$ cat src/bcpnn_post_trace_update_assert.svh
// Assertion macros shared by the post trace update block
`ifndef BCPNN_POST_TRACE_UPDATE_ASSERT_SVH
`define BCPNN_POST_TRACE_UPDATE_ASSERT_SVH

// Same-cycle implication
`define BPTU_ASSERT_IMP(lbl, clk, rst_n, ante, cons, msg) \
    lbl: assert property (@(posedge clk) disable iff (!(rst_n)) (ante) |-> (cons)) \
        else $error(msg);

// Next-cycle implication
`define BPTU_ASSERT_NXT(lbl, clk, rst_n, ante, cons, msg) \
    lbl: assert property (@(posedge clk) disable iff (!(rst_n)) (ante) |=> (cons)) \
        else $error(msg);

// Fixed-delay implication
`define BPTU_ASSERT_LAT(lbl, clk, rst_n, ante, dly, cons, msg) \
    lbl: assert property (@(posedge clk) disable iff (!(rst_n)) (ante) |-> ##dly (cons)) \
        else $error(msg);

`endif

$ cat src/bptu_pkg.sv
// Types, constants and the log table function of the post trace update block
`timescale 1ns / 1ps

package bptu_pkg;

    localparam int UNIT_W             = 10;
    localparam int TRACE_W            = 16;
    localparam int BIAS_W             = 24;
    localparam int LN_W               = 24;
    localparam int CFG_IDX_W          = 3;
    localparam int CFG_DATA_W         = 16;
    localparam int UNITS_DEF          = 1024;
    localparam int LOG_TABLE_BITS_DEF = 8;

    // Configuration register indexes
    typedef enum logic [CFG_IDX_W-1:0] {
        CFG_P_RATE    = 3'd0,
        CFG_E_RATE    = 3'd1,
        CFG_ZJ_DECAY  = 3'd2,
        CFG_ZI_DECAY  = 3'd3,
        CFG_SPIKE_INC = 3'd4,
        CFG_BIAS_GAIN = 3'd5,
        CFG_LOG_FLOOR = 3'd6
    } t_cfg_idx;

    // Sequencer states
    typedef enum logic [3:0] {
        S_CLEAR,
        S_IDLE,
        S_DIV,
        S_ADDR,
        S_READ,
        S_MUL,
        S_TAB,
        S_INT,
        S_GAIN,
        S_WB
    } t_state;

    typedef struct packed {
        logic [UNIT_W-1:0] unit;
        logic              spike;
    } t_in_item;

    typedef struct packed {
        logic [UNIT_W-1:0]        unit_out;
        logic signed [BIAS_W-1:0] bias;
        logic [TRACE_W-1:0]       p_trace;
        logic [TRACE_W-1:0]       z_trace;
        logic [TRACE_W-1:0]       epsc_out;
    } t_out_item;

    // One memory word holds all state of a unit
    typedef struct packed {
        logic signed [BIAS_W-1:0] bias;
        logic [TRACE_W-1:0]       p;
        logic [TRACE_W-1:0]       e;
        logic [TRACE_W-1:0]       z;
        logic [TRACE_W-1:0]       epsc;
    } t_word;

    // Stage enables from the sequencer to the datapath
    typedef struct packed {
        logic mul_en;
        logic tab_en;
        logic int_en;
        logic gain_en;
    } t_ctrl;

    // ln(1 + i/2^bits) with 24 fractional bits, from a 28 bit log2 by squaring
    function automatic logic [LN_W-1:0] ln_entry(input int unsigned i,
                                                 input int unsigned bits);
        logic [63:0] y;
        logic [63:0] lg;
        logic [63:0] t;
        int          k;
        y  = (64'd1 << 30) + ((64'(i) << 30) >> bits);
        lg = '0;
        if (y >= (64'd2 << 30)) begin
            lg = 64'd1 << 28;
            y  = y >> 1;
        end
        for (k = 27; k >= 0; k--) begin
            y = (y * y) >> 30;
            if (y >= (64'd2 << 30)) begin
                y     = y >> 1;
                lg[k] = 1'b1;
            end
        end
        t = (lg * 64'd2977044472 + (64'd1 << 35)) >> 36;
        return t[LN_W-1:0];
    endfunction

endpackage

$ cat src/bptu_trace.sv
// Trace filter datapath: decay, spike increment and the e and p followers
`timescale 1ns / 1ps

module bptu_trace
    import bptu_pkg::*;
(
    input  logic               i_clk,
    input  t_ctrl              i_ctrl,
    input  t_word              i_old,
    input  logic               i_spike,
    input  logic [TRACE_W-1:0] i_p_rate,
    input  logic [TRACE_W-1:0] i_e_rate,
    input  logic [TRACE_W-1:0] i_zj_decay,
    input  logic [TRACE_W-1:0] i_zi_decay,
    input  logic [TRACE_W-1:0] i_spike_inc,
    output logic [TRACE_W-1:0] o_p,
    output logic [TRACE_W-1:0] o_e,
    output logic [TRACE_W-1:0] o_z,
    output logic [TRACE_W-1:0] o_epsc
);

    // Round half away from zero of v / 2^16
    function automatic logic signed [17:0] rnd16(input logic signed [33:0] v);
        logic [33:0] mag;
        logic [33:0] q;
        mag = (v < 0) ? 34'(-v) : 34'(v);
        q   = (mag + 34'h8000) >> 16;
        return (v < 0) ? -$signed(q[17:0]) : $signed(q[17:0]);
    endfunction

    // Clip to 0..65535
    function automatic logic [TRACE_W-1:0] sat16(input logic signed [18:0] v);
        if (v < 0) begin
            return '0;
        end else if (v > 19'sd65535) begin
            return '1;
        end
        return v[TRACE_W-1:0];
    endfunction

    logic [16:0]        zi_keep;
    logic [16:0]        zj_keep;
    logic signed [16:0] d_ze;
    logic signed [16:0] d_ep;
    logic [32:0]        ep_full;
    logic [32:0]        z_full;
    logic signed [33:0] e_full;
    logic signed [33:0] p_full;

    logic [32:0]        r_ep_prod;
    logic [32:0]        r_z_prod;
    logic signed [33:0] r_e_prod;
    logic signed [33:0] r_p_prod;
    logic [TRACE_W-1:0] r_inc;

    logic [32:0]        ep_sum;
    logic [32:0]        z_sum;
    logic [17:0]        z_tot;
    logic signed [18:0] e_tot;
    logic signed [18:0] p_tot;

    logic [TRACE_W-1:0] r_p;
    logic [TRACE_W-1:0] r_e;
    logic [TRACE_W-1:0] r_z;
    logic [TRACE_W-1:0] r_epsc;

    // Products of the old state
    always_comb begin
        zi_keep = 17'h10000 - {1'b0, i_zi_decay};
        zj_keep = 17'h10000 - {1'b0, i_zj_decay};
        d_ze    = $signed({1'b0, i_old.z}) - $signed({1'b0, i_old.e});
        d_ep    = $signed({1'b0, i_old.e}) - $signed({1'b0, i_old.p});
        ep_full = i_old.epsc * zi_keep;
        z_full  = i_old.z * zj_keep;
        e_full  = d_ze * $signed({1'b0, i_e_rate});
        p_full  = d_ep * $signed({1'b0, i_p_rate});
    end

    always_ff @(posedge i_clk) begin
        if (i_ctrl.mul_en) begin
            r_ep_prod <= ep_full;
            r_z_prod  <= z_full;
            r_e_prod  <= e_full;
            r_p_prod  <= p_full;
            r_inc     <= i_spike ? i_spike_inc : '0;
        end
    end

    // Round, add and clip
    always_comb begin
        ep_sum = r_ep_prod + 33'h8000;
        z_sum  = r_z_prod + 33'h8000;
        z_tot  = {1'b0, z_sum[32:16]} + {2'b00, r_inc};
        e_tot  = $signed({3'b000, i_old.e}) + 19'(rnd16(r_e_prod));
        p_tot  = $signed({3'b000, i_old.p}) + 19'(rnd16(r_p_prod));
    end

    always_ff @(posedge i_clk) begin
        if (i_ctrl.tab_en) begin
            r_epsc <= ep_sum[32] ? '1 : ep_sum[31:16];
            r_z    <= (z_tot[17:16] != 2'b00) ? '1 : z_tot[TRACE_W-1:0];
            r_e    <= sat16(e_tot);
            r_p    <= sat16(p_tot);
        end
    end

    assign o_p    = r_p;
    assign o_e    = r_e;
    assign o_z    = r_z;
    assign o_epsc = r_epsc;

endmodule

$ cat config.mk
export PLATFORM = sky130hd
export DESIGN_NAME = bptu_trace
export DESIGN_NICKNAME = d
export VERILOG_FILES = /design/src/bcpnn_post_trace_update_assert.svh /design/src/bptu_pkg.sv /design/src/bptu_trace.sv
export SDC_FILE = /design/constraint.sdc
export NUM_CORES = 2
export LEC_CHECK = 0
export ABC_AREA = 0
export BUFFER_PORTS_ARGS = -buffer_cell sky130_fd_sc_hd__clkbuf_2
export CAP_MARGIN = 20
export CORE_MARGIN = 10
export CORE_UTILIZATION = 43
export DETAILED_ROUTE_END_ITERATION = 8
export REMOVE_ABC_BUFFERS = 1
export SLEW_MARGIN = 20
export SYNTH_ARGS = -nofsm -noshare
export SYNTH_HDL_FRONTEND = slang
export SYNTH_SLANG_ARGS = --single-unit
$ cat constraint.sdc
create_clock -name i_clk -period 27.2 [get_ports i_clk]
set_input_delay 5.44 -clock i_clk [delete_from_list [all_inputs] [get_ports i_clk]]
set_output_delay 5.44 -clock i_clk [all_outputs]
set_load 0.01 [all_outputs]
# Word-level counts from Yosys, hierarchy flattened
# Cells that the tools add are included.
dict set report totals {
  elab_cells 51
  regBits 214
  input_bits 174
}
dict set report classes {
  n_reduce_logical 1
  mux 16
  mul 4
  addsub 15
  magnitude_cmp 6
}
# op n
set op_table {}
lappend op_table {{$mux W16} 6}
lappend op_table {{$add A34 B16 Y34 const B} 2}
lappend op_table {{$lt A34 B1 Y1 const B} 2}
lappend op_table {{$mul A17 B17 Y34} 2}
lappend op_table {{$mux W34} 2}
lappend op_table {{$neg A34 Y34} 2}
lappend op_table {{$add A33 B16 Y33 const B} 2}
lappend op_table {{$mul A16 B17 Y33} 2}
lappend op_table {{$add A17 B18 Y19} 2}
lappend op_table {{$gt A19 B17 Y1 const B} 2}
lappend op_table {{$lt A19 B1 Y1 const B} 2}
lappend op_table {{$mux W18} 2}
lappend op_table {{$neg A18 Y18} 2}
lappend op_table {{$sub A16 B16 Y17} 2}
lappend op_table {{$sub A17 B16 Y17 const A} 2}
lappend op_table {{$add A17 B16 Y18} 1}
lappend op_table {{$mux W1} 6}
lappend op_table {{$reduce_bool A2 Y1} 1}

# Logic depth before layout (Yosys ltp)
dict set report depth {
  ltp_word 11
  depth_mapped 39
}

# Least setup slack after synthesis
# OpenSTA, ideal clock, no wires.
dict set report synth_timing {
  path_kind {input port to flip-flop}
  from {input port i_old[16] (netlist name)}
  to {register r_e_prod[33], data pin}
  path_buffers 2
  setup_time_ns 0.260
  cell_stages 38
  t_arrival_ns 13.847
  setup_slack_ns 13.093
  path_cell_list {clkbuf_1 -> inv_1 -> ha_1 -> fa_1 -> nor2b_1 -> o21ai_0 -> a21boi_0 -> o21ai_0 -> a21boi_0 -> o21ai_0 -> a21boi_0 -> o21ai_0 -> nand2_1 -> xor2_1 -> clkbuf_1 -> nand2_1 -> fa_1 -> inv_1 -> [... 2 more ...] -> inv_1 -> fa_1 -> inv_1 -> fa_1 -> fa_1 -> ha_1 -> a21o_1 -> a21o_1 -> a21oi_1 -> o21ai_0 -> o31ai_1 -> o21ai_0 -> a31oi_1 -> o21ai_0 -> o21ai_0 -> o21ai_0 -> a21oi_1 -> xnor2_1}
}
dict set report synth_via {
  elab_chain_cells 2
}
# element line
set synth_rtl {}
lappend synth_rtl {{start, declared} bptu_trace.sv:9} ;# input t_word i_old,
lappend synth_rtl {{$sub A16 B16 Y17} bptu_trace.sv:71} ;# d_ze = $signed({1'b0, i_old.z}) - $signed({1'b0, i_old.e});
lappend synth_rtl {{$mul A17 B17 Y34} bptu_trace.sv:75} ;# e_full = d_ze * $signed({1'b0, i_e_rate});
lappend synth_rtl {{named net e_full[33]} bptu_trace.sv:47} ;# logic signed [33:0] e_full;
lappend synth_rtl {{end signal, assigned} bptu_trace.sv:83} ;# r_e_prod <= e_full;
lappend synth_rtl {{end, declared} bptu_trace.sv:52} ;# logic signed [33:0] r_e_prod;
# The timed path passes the listed nets, and every way through them passes these cells.
# A chain may end at the register's enable or synchronous reset.

# Worst setup path after layout
# Ends and elaborated chain as after synthesis.

==> flow_summary_export.csv <==
group,metric,value,unit
die,dieArea,138800,sq um
setup_path,crit_required,27.43,ns
die,start_util,43.22,%
setup_path,worstSetupStartpointType,"input port",
setup_path,reg2reg_from,"r_p_prod[6]",
setup_path,cpPeakStageDelay,0.54,ns
synthesis,synth_most_common_cell,"inv_1",
synthesis,synth_commonest_cells,"inv_1 (1211), fa_1 (977), nand2_1 (815)",
finish,final_nets,7674,
setup_path,endpoint_kind,"flip-flop",
synthesis,async_reset_ff_share,0,%
die,rows,129,
synthesis,ys.flop_type,"edfxtp_1",
synthesis,yosys_register_bits,184,
status,status,"finished clean",
clock_tree,h-tree-depth,4,
setup_path,cp_slowest_cell,"nor2_1",
placement,port_buffers,211,
global_route,grt_pass1_vias,42760,
synthesis,avgSynthCellArea,8.868,sq um
sta,setup_viol,0,
sta,tns,0,ns
die,fp.dieH,372.5,microns
hold_path,hp-class,"reg2reg",
sta,min_period,15.39,ns
global_route,grt_util_all_layers,20.82,%
clock_tree,cts_tree,"yes",
clock_tree,clkSinkCount,184,
routing,drt-vias-per-instance,5.281,
global_route,antenna_found_initial,28,
synthesis,syn-cell-area,53440,sq um
die,io_pins,238,
sta,final_max_slew_viol_count,0,
routing,drtIter0Drc,2773,
clock_tree,cts_hold_buffers,0,
sta,timing.final.hold_violations,0,
synthesis,synth_cells,6026,
finish,final_layout_size_suffix_gt1_share,6.446,%
clock_tree,insertion_delay,0.50,ns
setup_path,criticalPathCategory,"in2reg",
global_route,grt_max_degree,69,
synthesis,post_synth_num_cell_types,94,
placement,gp_congestion,0.8628,
die,dieWidth,372.5,microns
synthesis,yosysTopAreaCell,"fa_1",
synthesis,ys_warn_count,0,
routing,routed_wl,141.6,mm
hold_path,hp-start,"r_ep_prod[31]",
setup_path,path_max_fanout,17,
finish,fin_cells,7713,
clock_tree,cts_resized,0,
placement,dp_cells,7670,
sta,fin_skew,0.02371,ns
finish,n_fill_cell,12180,
synthesis,synth_top_area_share,36.60,%
synthesis,synth-edff-count,184,
clock_tree,clockBufferDepth,2,
global_route,grt_pass1_wl,231.0,mm
routing,antenna_left,0,
clock_tree,root_buffer,"clkbuf_16",
setup_path,arrival,15.61,ns
setup_path,path_common_cell,"o21ai_0",
sta,rsz0062_at_grt,"false",
sta,max_freq,65.00,MHz
clock_tree,cts_inserted_buffers,17,
run,max_cap_viol_count,0,
synthesis,synth_area_leaders,"fa_1 (37%), ha_1 (11%), edfxtp_1 (10%)",
finish,syn_to_final_growth,6.504,%
synthesis,synth_seq_area_share,10.34,%
sta,slew_headroom,23.66,%
routing,dr_total_vias,40730,
routing,first_pass_iters,6,
routing,wire_per_inst,18.36,microns
clock_tree,cts_setup_buffers,0,
setup_path,cp-startpoint,"i_old[16]",
die,core,123600,sq um
global_route,grt-ovfl-total,0,
sta,worst_pin_slew,1.139,ns
placement,dpl.hpwl,111.0,mm
sta,finalCritPeriodShare,56.56,%
routing,drcViolationCount,0,
clock_tree,clk_pin_slew,0.08,ns
## kinds of logic after synthesis
kind of cell | Yosys count | synth area share [%]
buf+inv | 1484 | 10.51
flops | 184 | 10.34
simple gates | 1950 | 17.92
xor+xnor | 283 | 4.652
compound gates | 657 | 8.555
fa+ha+maj | 1447 | 47.60
mux | 21 | 0.4167
## metrics by stage
step           worst slack [ns]  util, %  hold slack, ns  cell area, sq um
2_1_floorplan             12.93        -          0.5474             52370
5_1_grt                   11.04    46.02          0.6611             56890
3_3_place_gp              11.13    45.46          0.6036             56200
4_1_cts                   11.83    45.98          0.6450             56850
6_report                  11.81    46.04          0.6421             56920
3_5_place_dp              11.33    45.46          0.6142             56200
## worst paths after layout
| check | to | slack (ns) | cells after the start |
|---|---|---|---|
| setup / recovery | r_e_prod[33] | 11.81 | 37 |
| hold / removal | o_epsc[15] | 0.64 | 2 |
| setup reg to reg | o_p[4] | 18.79 | 25 |
| hold reg to reg | o_epsc[15] | 0.64 | 2 |
## sequential cells by signal, summed over array words and instances (netlist names)
name and count:
r_e_prod 34, r_p_prod 34, r_ep_prod 18, r_z_prod 18, o_e 16, o_epsc 16, o_p 16, o_z 16
r_inc 16
## layout by cell type (no fill, tap or decap), types with 15 or more instances in the layout
cell,count
a211oi_1,24
a21boi_0,21
a21o_1,48
a21oi_1,141
a311oi_1,15
a31oi_1,27
and2_1,383
and3_1,48
buf_4,68
clkbuf_16,17
clkbuf_2,209
edfxtp_1,184
fa_1,977
ha_1,470
inv_1,1211
mux2i_1,16
nand2_1,815
nand2b_1,46
nand3_1,116
nand4_1,19
nor2_1,191
nor2b_1,95
nor3_1,70
nor3b_1,48
nor4_1,34
o211ai_1,19
o21a_1,33
o21ai_0,120
o21bai_1,17
o311ai_0,22
o31ai_1,20
or3_1,24
xnor2_1,183
xor2_1,77
## per-layer routing
layer	vias to the layer above	share of wire, %	track usage (%)
li1	18970	-	-
met1	20490	46	29.23
met2	1047	45	32.92
met3	183	7.7	4.784
met4	32	1.7	3.886
met5	-	0.14	0
## critical path: cells and delay by family
| family | cells | cell delay (ns) |
|---|---|---|
| compound gates | 16 | 4.13 |
| buf+inv | 6 | 0.93 |
| simple gates | 5 | 0.96 |
| xor+xnor | 1 | 0.15 |
| fa+ha+maj | 9 | 3.98 |
## cell type report
cell class | count | area [sq um] | area share, %
Multi-Input combinational cell | 4358 | 42540 | 74.74
Sequential cell | 184 | 5525 | 9.708
Inverter | 1212 | 4549 | 7.993
Tap cell | 1637 | 2048 | 3.599
Timing Repair Buffer | 280 | 1588 | 2.790
Clock buffer | 17 | 425.4 | 0.7474
Clock inverter | 15 | 217.7 | 0.3825
Antenna cell | 10 | 25.02 | 0.04397
Power is left out: the tool's default activity adds up to more than one toggle a clock period on the data nets, which glitch-free logic cannot reach.
